### src/rtl/base58_string_decoder_top_defines.svh
// ----------------------------------------------------------------------------
// Base58 string decoder assertion macros
// Shared assertion helpers for the decoder RTL.
// ----------------------------------------------------------------------------
`ifndef BASE58_STRING_DECODER_TOP_DEFINES_SVH
`define BASE58_STRING_DECODER_TOP_DEFINES_SVH

`ifndef ASSERT_OFF
// property must hold at every clock edge outside reset
`define ASSERT_PROP(lbl, clk, rst, prop, msg) \
   lbl: assert property (@(posedge clk) disable iff (rst) (prop)) else $error(msg);
// condition must never be true outside reset
`define ASSERT_NEVER(lbl, clk, rst, cond, msg) \
   lbl: assert property (@(posedge clk) disable iff (rst) !(cond)) else $error(msg);
`else
`define ASSERT_PROP(lbl, clk, rst, prop, msg)
`define ASSERT_NEVER(lbl, clk, rst, cond, msg)
`endif

`endif

### src/rtl/b58d_pkg.sv
// ----------------------------------------------------------------------------
// Base58 decoder package
// Status codes, alphabet constants and the symbol-to-digit lookup.
// ----------------------------------------------------------------------------
`timescale 1ns / 1ps

package b58d_pkg;

   localparam int unsigned BASE         = 58;
   localparam int unsigned RESULT_LIMIT = 32;
   localparam logic [7:0]  ONE_CHAR     = 8'h31;  // '1'
   localparam logic [5:0]  ONES_MAX     = 6'd63;

   typedef enum logic [1:0] {
      STATUS_OK       = 2'd0,
      STATUS_INVALID  = 2'd1,
      STATUS_TOO_LONG = 2'd2
   } status_type;

   typedef struct packed {
      logic       valid;
      logic [5:0] value;
   } digit_type;

   // Alphabet: 1-9, A-H, J-N, P-Z, a-k, m-z
   function automatic digit_type digit_of(input logic [7:0] ch);
      digit_type  d;
      logic [7:0] t;
      d.valid = 1'b1;
      t       = 8'h00;
      case (ch) inside
         [8'h31:8'h39]: t = ch - 8'h31;            // '1'..'9'
         [8'h41:8'h48]: t = ch - 8'h41 + 8'd9;     // 'A'..'H'
         [8'h4A:8'h4E]: t = ch - 8'h4A + 8'd17;    // 'J'..'N'
         [8'h50:8'h5A]: t = ch - 8'h50 + 8'd22;    // 'P'..'Z'
         [8'h61:8'h6B]: t = ch - 8'h61 + 8'd33;    // 'a'..'k'
         [8'h6D:8'h7A]: t = ch - 8'h6D + 8'd44;    // 'm'..'z'
         default:       d.valid = 1'b0;
      endcase
      d.value = t[5:0];
      return d;
   endfunction

endpackage

### src/rtl/base58_string_decoder_top.sv
// ----------------------------------------------------------------------------
// Base58 string decoder
// Folds Base58 characters into a byte store held in a synchronous RAM and
// streams out the decoded bytes, most significant first.
// ----------------------------------------------------------------------------
// One character is taken per req item; req_final_symbol marks the end of the
// string. A '1' ahead of any other digit, a character outside the alphabet,
// and any character that follows an error are handled in S_IDLE alone.
// Every other character starts a multiply pass over the store: the store RAM is
// read, multiplied by 58 plus carry and written back one byte per cycle, least
// significant byte first, through its single read and single write port. After
// the final character a decode state follows, then one rsp item per output
// cycle while rsp_stall is low: leading zero bytes for the leading '1's, then,
// after a state that fetches the first significant byte, the significant store
// bytes, with rsp_last_byte on the final one. A bad string gives a single rsp
// item with byte value 0 and an error status. The store is zeroed as its bytes
// are sent; after an error, and after reset, a clearing pass over every store
// byte runs, during which req_stall stays high.
// csr_write_data sets the longest accepted result (values above 32 act as 32).
// ----------------------------------------------------------------------------
`timescale 1ns / 1ps
`include "base58_string_decoder_top_defines.svh"

module base58_string_decoder_top
   import b58d_pkg::*;
#(
   parameter int unsigned STORE_BYTES = 32
) (
   input  logic       clock,
   input  logic       reset,
   // configuration
   input  logic       csr_write_enable,
   input  logic [5:0] csr_write_data,
   // input items
   input  logic       req_valid,
   output logic       req_stall,
   input  logic [7:0] req_symbol,
   input  logic       req_final_symbol,
   // result items
   output logic       rsp_valid,
   input  logic       rsp_stall,
   output logic [7:0] rsp_byte_value,
   output logic [1:0] rsp_status,
   output logic       rsp_last_byte
);

   localparam int unsigned IDX_W  = $clog2(STORE_BYTES);
   localparam int unsigned BODY_W = $clog2(STORE_BYTES + 1);
   localparam int unsigned TOT_W  = ((BODY_W > 6) ? BODY_W : 6) + 1;
   localparam logic [IDX_W-1:0] LAST_IDX = IDX_W'(STORE_BYTES - 1);

   typedef enum logic [2:0] {
      S_IDLE,
      S_MUL,
      S_DECIDE,
      S_ZEROS,
      S_PREP,
      S_BODY,
      S_ERR,
      S_CLEAR
   } state_type;

   // store RAM
   logic [7:0]       store_mem [STORE_BYTES];
   logic [7:0]       rd_data_ff;
   logic [IDX_W-1:0] rd_addr;
   logic             wr_en;
   logic [IDX_W-1:0] wr_addr;
   logic [7:0]       wr_data;

   // control and string state
   state_type         state_ff, state_in;
   logic [IDX_W-1:0]  idx_ff, idx_in;
   logic [5:0]        carry_ff, carry_in;
   logic              fin_ff, fin_in;
   logic [5:0]        ones_ff, ones_in;
   logic              digit_seen_ff, digit_seen_in;
   status_type        error_ff, error_in;
   logic [BODY_W-1:0] body_ff, body_in;     // significant bytes in the store
   logic [TOT_W-1:0]  remain_ff, remain_in; // result items still to send
   logic [5:0]        max_bytes_ff;

   // output register
   logic       rsp_valid_ff;
   logic [7:0] rsp_byte_ff;
   status_type rsp_status_ff;
   logic       rsp_last_ff;
   logic       out_free;
   logic       out_load;
   logic [7:0] out_byte;
   status_type out_status;
   logic       out_last;

   digit_type         dig;
   logic [13:0]       prod;
   logic [TOT_W-1:0]  total;
   logic [TOT_W-1:0]  limit;
   logic [BODY_W-1:0] start_wide;

   assign dig        = digit_of(req_symbol);
   assign prod       = 14'(rd_data_ff) * 14'(BASE) + 14'(carry_ff);
   assign total      = TOT_W'(body_ff) + TOT_W'(ones_ff);
   assign limit      = (max_bytes_ff > 6'(RESULT_LIMIT)) ? TOT_W'(RESULT_LIMIT)
                                                         : TOT_W'(max_bytes_ff);
   assign start_wide = BODY_W'(STORE_BYTES) - body_ff;
   assign out_free   = !rsp_valid_ff || !rsp_stall;

   assign req_stall      = (state_ff != S_IDLE);
   assign rsp_valid      = rsp_valid_ff;
   assign rsp_byte_value = rsp_byte_ff;
   assign rsp_status     = rsp_status_ff;
   assign rsp_last_byte  = rsp_last_ff;

   always_ff @(posedge clock) begin
      if (wr_en) begin
         store_mem[wr_addr] <= wr_data;
      end
      rd_data_ff <= store_mem[rd_addr];
   end

   always_comb begin
      state_in      = state_ff;
      idx_in        = idx_ff;
      carry_in      = carry_ff;
      fin_in        = fin_ff;
      ones_in       = ones_ff;
      digit_seen_in = digit_seen_ff;
      error_in      = error_ff;
      body_in       = body_ff;
      remain_in     = remain_ff;
      rd_addr       = idx_ff;
      wr_en         = 1'b0;
      wr_addr       = idx_ff;
      wr_data       = 8'h00;
      out_load      = 1'b0;
      out_byte      = 8'h00;
      out_status    = STATUS_OK;
      out_last      = 1'b0;

      case (state_ff)
         S_IDLE: begin
            if (req_valid) begin
               fin_in   = req_final_symbol;
               state_in = req_final_symbol ? S_DECIDE : S_IDLE;
               if (error_ff != STATUS_OK) begin
                  // rest of a bad string is dropped
               end else if (!digit_seen_ff && req_symbol == ONE_CHAR) begin
                  if (ones_ff == ONES_MAX) begin
                     error_in = STATUS_TOO_LONG;
                  end else begin
                     ones_in = ones_ff + 6'd1;
                  end
               end else if (!dig.valid) begin
                  error_in = STATUS_INVALID;
               end else begin
                  // start multiply pass at the least significant byte
                  digit_seen_in = 1'b1;
                  carry_in      = dig.value;
                  idx_in        = LAST_IDX;
                  rd_addr       = LAST_IDX;
                  state_in      = S_MUL;
               end
            end
         end

         S_MUL: begin
            wr_en    = 1'b1;
            wr_data  = prod[7:0];
            carry_in = prod[13:8];
            if (prod[7:0] != 8'h00) begin
               body_in = BODY_W'(STORE_BYTES) - BODY_W'(idx_ff);
            end
            if (idx_ff != '0) begin
               idx_in  = idx_ff - 1'b1;
               rd_addr = idx_ff - 1'b1;
            end else begin
               if (prod[13:8] != 6'd0) begin
                  error_in = STATUS_TOO_LONG;
               end
               state_in = fin_ff ? S_DECIDE : S_IDLE;
            end
         end

         S_DECIDE: begin
            if (error_ff != STATUS_OK) begin
               state_in = S_ERR;
            end else if (total > limit) begin
               error_in = STATUS_TOO_LONG;
               state_in = S_ERR;
            end else if (total == '0) begin
               state_in = S_IDLE;
            end else begin
               remain_in = total;
               state_in  = (ones_ff != 6'd0) ? S_ZEROS : S_PREP;
            end
         end

         S_ZEROS: begin
            if (out_free) begin
               out_load  = 1'b1;
               out_last  = (remain_ff == TOT_W'(1));
               remain_in = remain_ff - 1'b1;
               ones_in   = ones_ff - 6'd1;
               if (ones_ff == 6'd1) begin
                  if (body_ff == '0) begin
                     digit_seen_in = 1'b0;
                     state_in      = S_IDLE;
                  end else begin
                     state_in = S_PREP;
                  end
               end
            end
         end

         S_PREP: begin
            rd_addr  = start_wide[IDX_W-1:0];
            idx_in   = start_wide[IDX_W-1:0];
            state_in = S_BODY;
         end

         S_BODY: begin
            if (out_free) begin
               // send and zero this byte, fetch the next one
               out_load  = 1'b1;
               out_byte  = rd_data_ff;
               out_last  = (remain_ff == TOT_W'(1));
               wr_en     = 1'b1;
               remain_in = remain_ff - 1'b1;
               if (remain_ff == TOT_W'(1)) begin
                  ones_in       = 6'd0;
                  digit_seen_in = 1'b0;
                  body_in       = '0;
                  state_in      = S_IDLE;
               end else begin
                  idx_in  = idx_ff + 1'b1;
                  rd_addr = idx_ff + 1'b1;
               end
            end
         end

         S_ERR: begin
            if (out_free) begin
               out_load   = 1'b1;
               out_status = error_ff;
               out_last   = 1'b1;
               idx_in     = '0;
               state_in   = S_CLEAR;
            end
         end

         S_CLEAR: begin
            wr_en = 1'b1;
            if (idx_ff == LAST_IDX) begin
               ones_in       = 6'd0;
               digit_seen_in = 1'b0;
               error_in      = STATUS_OK;
               body_in       = '0;
               state_in      = S_IDLE;
            end else begin
               idx_in = idx_ff + 1'b1;
            end
         end

         default: begin
            state_in = S_IDLE;
         end
      endcase
   end

   always_ff @(posedge clock) begin
      if (reset) begin
         state_ff      <= S_CLEAR;
         idx_ff        <= '0;
         carry_ff      <= 6'd0;
         fin_ff        <= 1'b0;
         ones_ff       <= 6'd0;
         digit_seen_ff <= 1'b0;
         error_ff      <= STATUS_OK;
         body_ff       <= '0;
         remain_ff     <= '0;
         max_bytes_ff  <= 6'd25;
         rsp_valid_ff  <= 1'b0;
      end else begin
         state_ff      <= state_in;
         idx_ff        <= idx_in;
         carry_ff      <= carry_in;
         fin_ff        <= fin_in;
         ones_ff       <= ones_in;
         digit_seen_ff <= digit_seen_in;
         error_ff      <= error_in;
         body_ff       <= body_in;
         remain_ff     <= remain_in;
         if (csr_write_enable) begin
            max_bytes_ff <= csr_write_data;
         end
         if (out_load) begin
            rsp_valid_ff <= 1'b1;
         end else if (!rsp_stall) begin
            rsp_valid_ff <= 1'b0;
         end
      end
      if (out_load) begin
         rsp_byte_ff   <= out_byte;
         rsp_status_ff <= out_status;
         rsp_last_ff   <= out_last;
      end
   end

   // ------------------------------------------------------------------------
   // checks
   // ------------------------------------------------------------------------
   `ASSERT_PROP(a_err_single, clock, reset, (rsp_valid && rsp_status != STATUS_OK) |-> (rsp_last_byte && rsp_byte_value == 8'h00), "error item must be a lone zero byte")
   `ASSERT_NEVER(a_no_overwrite, clock, reset, out_load && !out_free, "result register overwritten while stalled")
   `ASSERT_PROP(a_carry_range, clock, reset, (state_ff == S_MUL) |-> (carry_ff < 6'(BASE)), "multiply carry out of range")
   `ASSERT_PROP(a_body_fits, clock, reset, (state_ff == S_BODY) |-> (remain_ff != '0 && remain_ff <= TOT_W'(body_ff)), "byte count out of step with store")

endmodule
### config.mk
export PLATFORM = sky130hd
export DESIGN_NAME = base58_string_decoder_top
export DESIGN_NICKNAME = d
export VERILOG_FILES = /design/src/rtl/b58d_pkg.sv /design/src/rtl/base58_string_decoder_top.sv
export VERILOG_INCLUDE_DIRS = /design/src /design/src/rtl
export SDC_FILE = /design/constraint.sdc
export NUM_CORES = 1
export LEC_CHECK = 0
export BUFFER_PORTS_ARGS = -buffer_cell sky130_fd_sc_hd__buf_2
export CORE_ASPECT_RATIO = 0.75
export CORE_MARGIN = 2
export CORE_UTILIZATION = 50
export CTS_CLUSTER_SIZE = 10
export DETAILED_ROUTE_END_ITERATION = 16
export GPL_ROUTABILITY_DRIVEN = 0
export PLACE_DENSITY = 0.74
export SYNTH_ARGS = -nofsm -noshare
export SYNTH_HDL_FRONTEND = slang
export SYNTH_SLANG_ARGS = --single-unit
### constraint.sdc
create_clock -name clock -period 8.5 [get_ports clock]
set_clock_uncertainty 0.15 [all_clocks]
set_input_delay 0.425 -clock clock [delete_from_list [all_inputs] [get_ports clock]]
set_output_delay 0.425 -clock clock [all_outputs]
set_load 0.05 [all_outputs]
### Word level (Yosys, flattened, before mapping)

Memory sizes are Yosys's and may differ from the RTL's. A register that Yosys moved wholly into a read port is not among the register bits.
Index checks and enable logic that the tools add are counted.

| word-level totals | value |
|---|---|
| logic and storage cells | 223 |
| output and inout bits | 13 |
| input port bits | 20 |
| RAM bits | 256 |
| memories | 1 |
| bits in registers | 55 |

| operators by class | value |
|---|---|
| multiplexer cells | 96 |
| eq/ne operators | 37 |
| magnitude comparators | 14 |
| $add $sub $neg | 20 |
| $mul | 1 |
| reduce and logical (&&, ||, !) cells | 40 |

Memory list:

| memory | depth | width | rd ports | clocked after memory_dff | write ports | RTL line | RTL |
|---|---|---|---|---|---|---|---|
| store_mem | 32 | 8 | 1 | 1 | 1 | base58_string_decoder_top.sv:64 | `logic [7:0] store_mem [STORE_BYTES];` |

Operators by type and width:

| cell | number |
|---|---|
| $mux W6 | 20 |
| $mux W5 | 9 |
| $ne A2 B2 Y1 const B | 21 |
| $ge A8 B7 Y1 const B | 5 |
| $le A8 B7 Y1 const B | 5 |
| $mux W3 | 13 |
| $mux W2 | 15 |
| $pmux W5 S6 | 1 |
| $mux W7 | 4 |
| $pmux W3 S8 | 1 |
| $pmux W6 S4 | 1 |
| $mux W1 | 23 |
| $pmux W5 S4 | 1 |
| $pmux W6 S3 | 1 |
| $reduce_bool A6 Y1 | 3 |
| $sub A6 B6 Y6 const B | 3 |
| $reduce_and A5 Y1 | 3 |
| $add A14 B6 Y14 | 1 |
| $pmux W7 S2 | 1 |
| $mul A8 B5 Y13 const B | 1 |
| $add A6 B5 Y6 const B | 2 |
| $add A6 B6 Y6 const B | 2 |
| $eq A3 B3 Y1 const B | 4 |
| $pmux W6 S2 | 1 |
| other kinds (47) | 67 |

### Longest topological paths before layout

| depth | value |
|---|---|
| depth in word-level cells | 13 |
| depth in mapped cells | 19 |
| depth with buffers taken out | 18 |

### Worst setup path before layout

No wires, ideal clock.

| timing | value |
|---|---|
| path kind | register to register |
| start point | register rd_data_ff[1], read port of store_mem |
| end point | register error_ff[0] |
| data arrival time | 4310 ps |
| path slack | 3968 ps |
| clock period less this slack | 4532 ps |
| path buffers | 0 |
| required time | 8278 ps |
| setup time | 72 ps |
| stages on the path, launching flop included | 16 |
| path through | dfxtp_1 inv_1 fa_1 inv_1 ha_1 fa_1 ha_1 nor2b_1 o31a_1 a21oi_1 nand3_1 nor3_1 nand3_1 xnor3_1 a211oi_1 mux2i_1 |

| on the way | value |
|---|---|
| longest elaborated chain between the ends | 5 |

Ends and longest elaborated chain:

| element | RTL line | RTL |
|---|---|---|
| from (decl) | base58_string_decoder_top.sv:65 | `logic [7:0] rd_data_ff;` |
| $mul A8 B5 Y13 | base58_string_decoder_top.sv:101 | `assign prod = 14'(rd_data_ff) * 14'(BASE) + 14'(carry_ff);` |
| $add A14 B6 Y14 | base58_string_decoder_top.sv:101 |  |
| $reduce_bool A6 Y1 | base58_string_decoder_top.sv:177 | `if (prod[13:8] != 6'd0) begin` |
| $ne A2 B2 Y1 (no line) | - |  |
| $reduce_and A10 Y1 (no line) | - |  |
| to (signal assigned) | base58_string_decoder_top.sv:290 | `error_ff <= error_in;` |
| to (decl) | base58_string_decoder_top.sv:78 | `status_type error_ff, error_in;` |

No other way between the ends.
A chain may end at the register's enable or synchronous reset.

### Worst setup path after layout

| timing | value |
|---|---|
| start point | register rd_data_ff[1], read port of store_mem |
| end point | register error_ff[1] |

Same word-level chain as after synthesis.

==> flow_metrics.env <==
export IMPL_dieHeight_um=161.6
export IMPL_peakVddDrop_v=0.0004520
export IMPL_layout_commonest_cell="edfxtp_1"
export IMPL_cts_setup_buffers=0
export IMPL_insertion_delay_ps=540
export IMPL_seq_area_um2=9059
export IMPL_io_pins=33
export IMPL_vias=11763
export IMPL_ys_flop_type="edfxtp_1"
export IMPL_wl_um=39490
export IMPL_detail_route_wl_per_cell_um=20.22
export IMPL_n_antenna_cell=0
export IMPL_worstPathRequired_ps=8800
export IMPL_place_hpwl_um=26420
export IMPL_cp_num_buf_inv=2
export IMPL_core_area_um2=32520
export IMPL_ys_ff_latch=319
export IMPL_synth_compound_area_frac=0.1483
export IMPL_initial_core_util=0.5091
export IMPL_cts_hold_buf=7
export IMPL_synth_fa_ha_area_frac=0.06710
export IMPL_crit_type="reg -> reg"
export IMPL_grt_pass1_vias=11273
export IMPL_end_kind="flip-flop"
export IMPL_finalSetupTns_ps=0
export IMPL_route_detailed_drc=0
export IMPL_via_per_inst=6.023
export IMPL_nets=1582
export IMPL_slew_viol_final=0
export IMPL_syn_area_um2=16560
export IMPL_clk_pin_slew_worst_paths_ps=50
export IMPL_yosys_area_share_simple=0.1412
export IMPL_layout_setup_ws_ps=3296
export IMPL_finalHoldViolCount=0
export IMPL_htreeDepth=2
export IMPL_ant_nets=0
export IMPL_start_kind="flip-flop"
export IMPL_grt_max_degree=96
export IMPL_final_min_clock_period_ps=5204
export IMPL_slowest_stage="dfxtp_1"
export IMPL_drv_cap=0
export IMPL_cts_root_buffer="clkbuf_16"
export IMPL_dieArea_um2=34600
export IMPL_grt_pass1_wl_um=62570
export IMPL_ys_top_cells_by_area="edfxtp_1 48%, dfxtp_1 6.3%, ha_1 5.1%"
export IMPL_synth_area_leader_cell="edfxtp_1"
export IMPL_path_cells="inv_1 > fa_1 > inv_1 > ha_1 > fa_1 > ha_1 > nor2b_1 > o31a_1 > a21oi_1 > nand3_1 > nor3_1 > nand3_1 > xnor3_1 > a211oi_1 > mux2i_1"
export IMPL_async_reset_ff_frac=0
export IMPL_portBuffers=32
export IMPL_multi_input_area_um2=6942
export IMPL_synthCells=1463
export IMPL_fmax_mhz=192.2
export IMPL_synth_cell_types=85
export IMPL_leakage_nw=6.624
export IMPL_clockBufferDepth=3
export IMPL_power_density_nw_per_um2=413.1
export IMPL_crit_family="adder cells"
export IMPL_synth_edff_count=267
export IMPL_fillers=2728
export IMPL_yosysTopAreaCellShare=0.4842
export IMPL_syn_avg_cell_area_um2=11.32
export IMPL_antenna_found_initial=0
export IMPL_dp_slack_ps=3339
export IMPL_synth_top_family_by_area="compound AO/OA/AOI/OAI gates"
export IMPL_maxSlewHeadroom=0.1644
export IMPL_cp_arrival_ps=5500
export IMPL_yosysWarnings=0
export IMPL_dr_first_iter_drc_count=1274
export IMPL_ys_seq_area_frac=0.5471
export IMPL_p_total_mw=7.523
export IMPL_min_path_type="in -> reg"
export IMPL_reg2reg_slack_ps=3300
export IMPL_std_cell_rows=57
export IMPL_tightest_slew_ps=1252
export IMPL_grt_usage=0.2288
export IMPL_numCtsBuffers=38
export IMPL_synthXorXnorAreaFrac=0.01829
export IMPL_period_share=0.6122
export IMPL_fp_dieW_um=214.1
export IMPL_setup_viol=0
export IMPL_grt_overflow=0
export IMPL_clkSinkCount=319
export IMPL_firstDrtPassIters=6
export IMPL_critPathMaxFanout=5
export IMPL_synth_fp_nets=1564
export IMPL_outcome="complete, no violations"
export IMPL_final_layout_size_suffix_gt1_frac=0.08537
export IMPL_post_cts_resized=0
export IMPL_whs_ps=127.8
export IMPL_layout_common_cells="267 x edfxtp_1, 160 x nand2_1, 111 x nor2_1"
export IMPL_syn_to_final_growth_pct=9.983
export IMPL_slowest_delay_ps=570
export IMPL_cts_tree="built"
export IMPL_muxShareOfSynthArea=0.04171
export IMPL_rsz0062_at_grt="false"
Yosys cell counts, drive strengths merged (11+ instances only):
cell type	number
buf	38
a211oi	64
and3	18
clkbuf	37
nor4	11
nand2b	15
fa	13
a31oi	51
nor3	23
a22oi	14
dfxtp	52
and2	57
o21ai	48
a21o	15
o21a	12
inv	56
nor2b	14
nand3	22
nand2	160
mux2i	69
nor2	116
xnor2	24
o22ai	38
ha	68
edfxtp	267
a21oi	48
state kept, by name, summed over array words and instances (netlist names):
name,cells
body_ff,6
carry_ff,6
digit_seen_ff,1
error_ff,2
fin_ff,1
idx_ff,5
max_bytes_ff,6
ones_ff,6
rd_data_ff,8
remain_ff,7
rsp_byte_value,8
rsp_last_byte,1
rsp_status,2
rsp_valid,1
state_ff,3
store_mem,256
power by group:
group	leakage [nW]	total [mW]	internal, mW	switching, mW
logic	3.02	4.02	1.53	2.49
clock network	0.524	1.45	0.844	0.611
registers	3.07	2.05	1.91	0.135
total	6.62	7.52	4.29	3.23
cell type report:
cell class	instances	share of cell area
clock buffer	65	0.05778
inverter	59	0.01216
tap	442	0.03037
sequential	319	0.4975
timing repair buffer	53	0.01841
clock inverter	5	0.002611
multi-input combinational	1010	0.3812
metal layers:
layer | part of all wire | global-route usage | vias to the layer above
met3 | 0.10 | 0.06554 | 53
met4 | 0.016 | 0.05587 | 0
met1 | 0.46 | 0.3354 | 5696
li1 | - | - | 5504
met2 | 0.42 | 0.3350 | 510
met5 | 0 | 0 | -
cell families after synthesis:
family          after synthesis
xor+xnor                     33
buf+inv                     134
compound gates              355
flops                       319
simple gates                472
fa+ha+maj                    81
mux                          69
stage by stage:
| step | instance area, um2 | instances | utilization |
|---|---|---|---|
| 6_report | 18210 | 1953 | 0.5599 |
| 5_1_grt | 18210 | 1953 | 0.5599 |
| 4_1_cts | 18210 | 1953 | 0.5599 |
| 3_5_place_dp | 17040 | 1876 | 0.5240 |
| 3_3_place_gp | 17040 | 1876 | 0.5240 |
| 2_1_floorplan | 16560 | 1463 | - |
final timing paths:
path | start | endpoint | cells past startpoint
setup / recovery | rd_data_ff[1] | error_ff[1] | 15
hold / removal | req_valid | fin_ff | 3
setup reg to reg | rd_data_ff[1] | error_ff[1] | 15
hold reg to reg | carry_ff[5] | carry_ff[5] | 2
worst min-delay path: cells and delay by family:
family                 cells  cell delay (ps)
AOI/OAI and AO/OA          1              100
and+or+nand+nor            1               70
buffers and inverters      1              170
(Power assumes the default switching activity.)
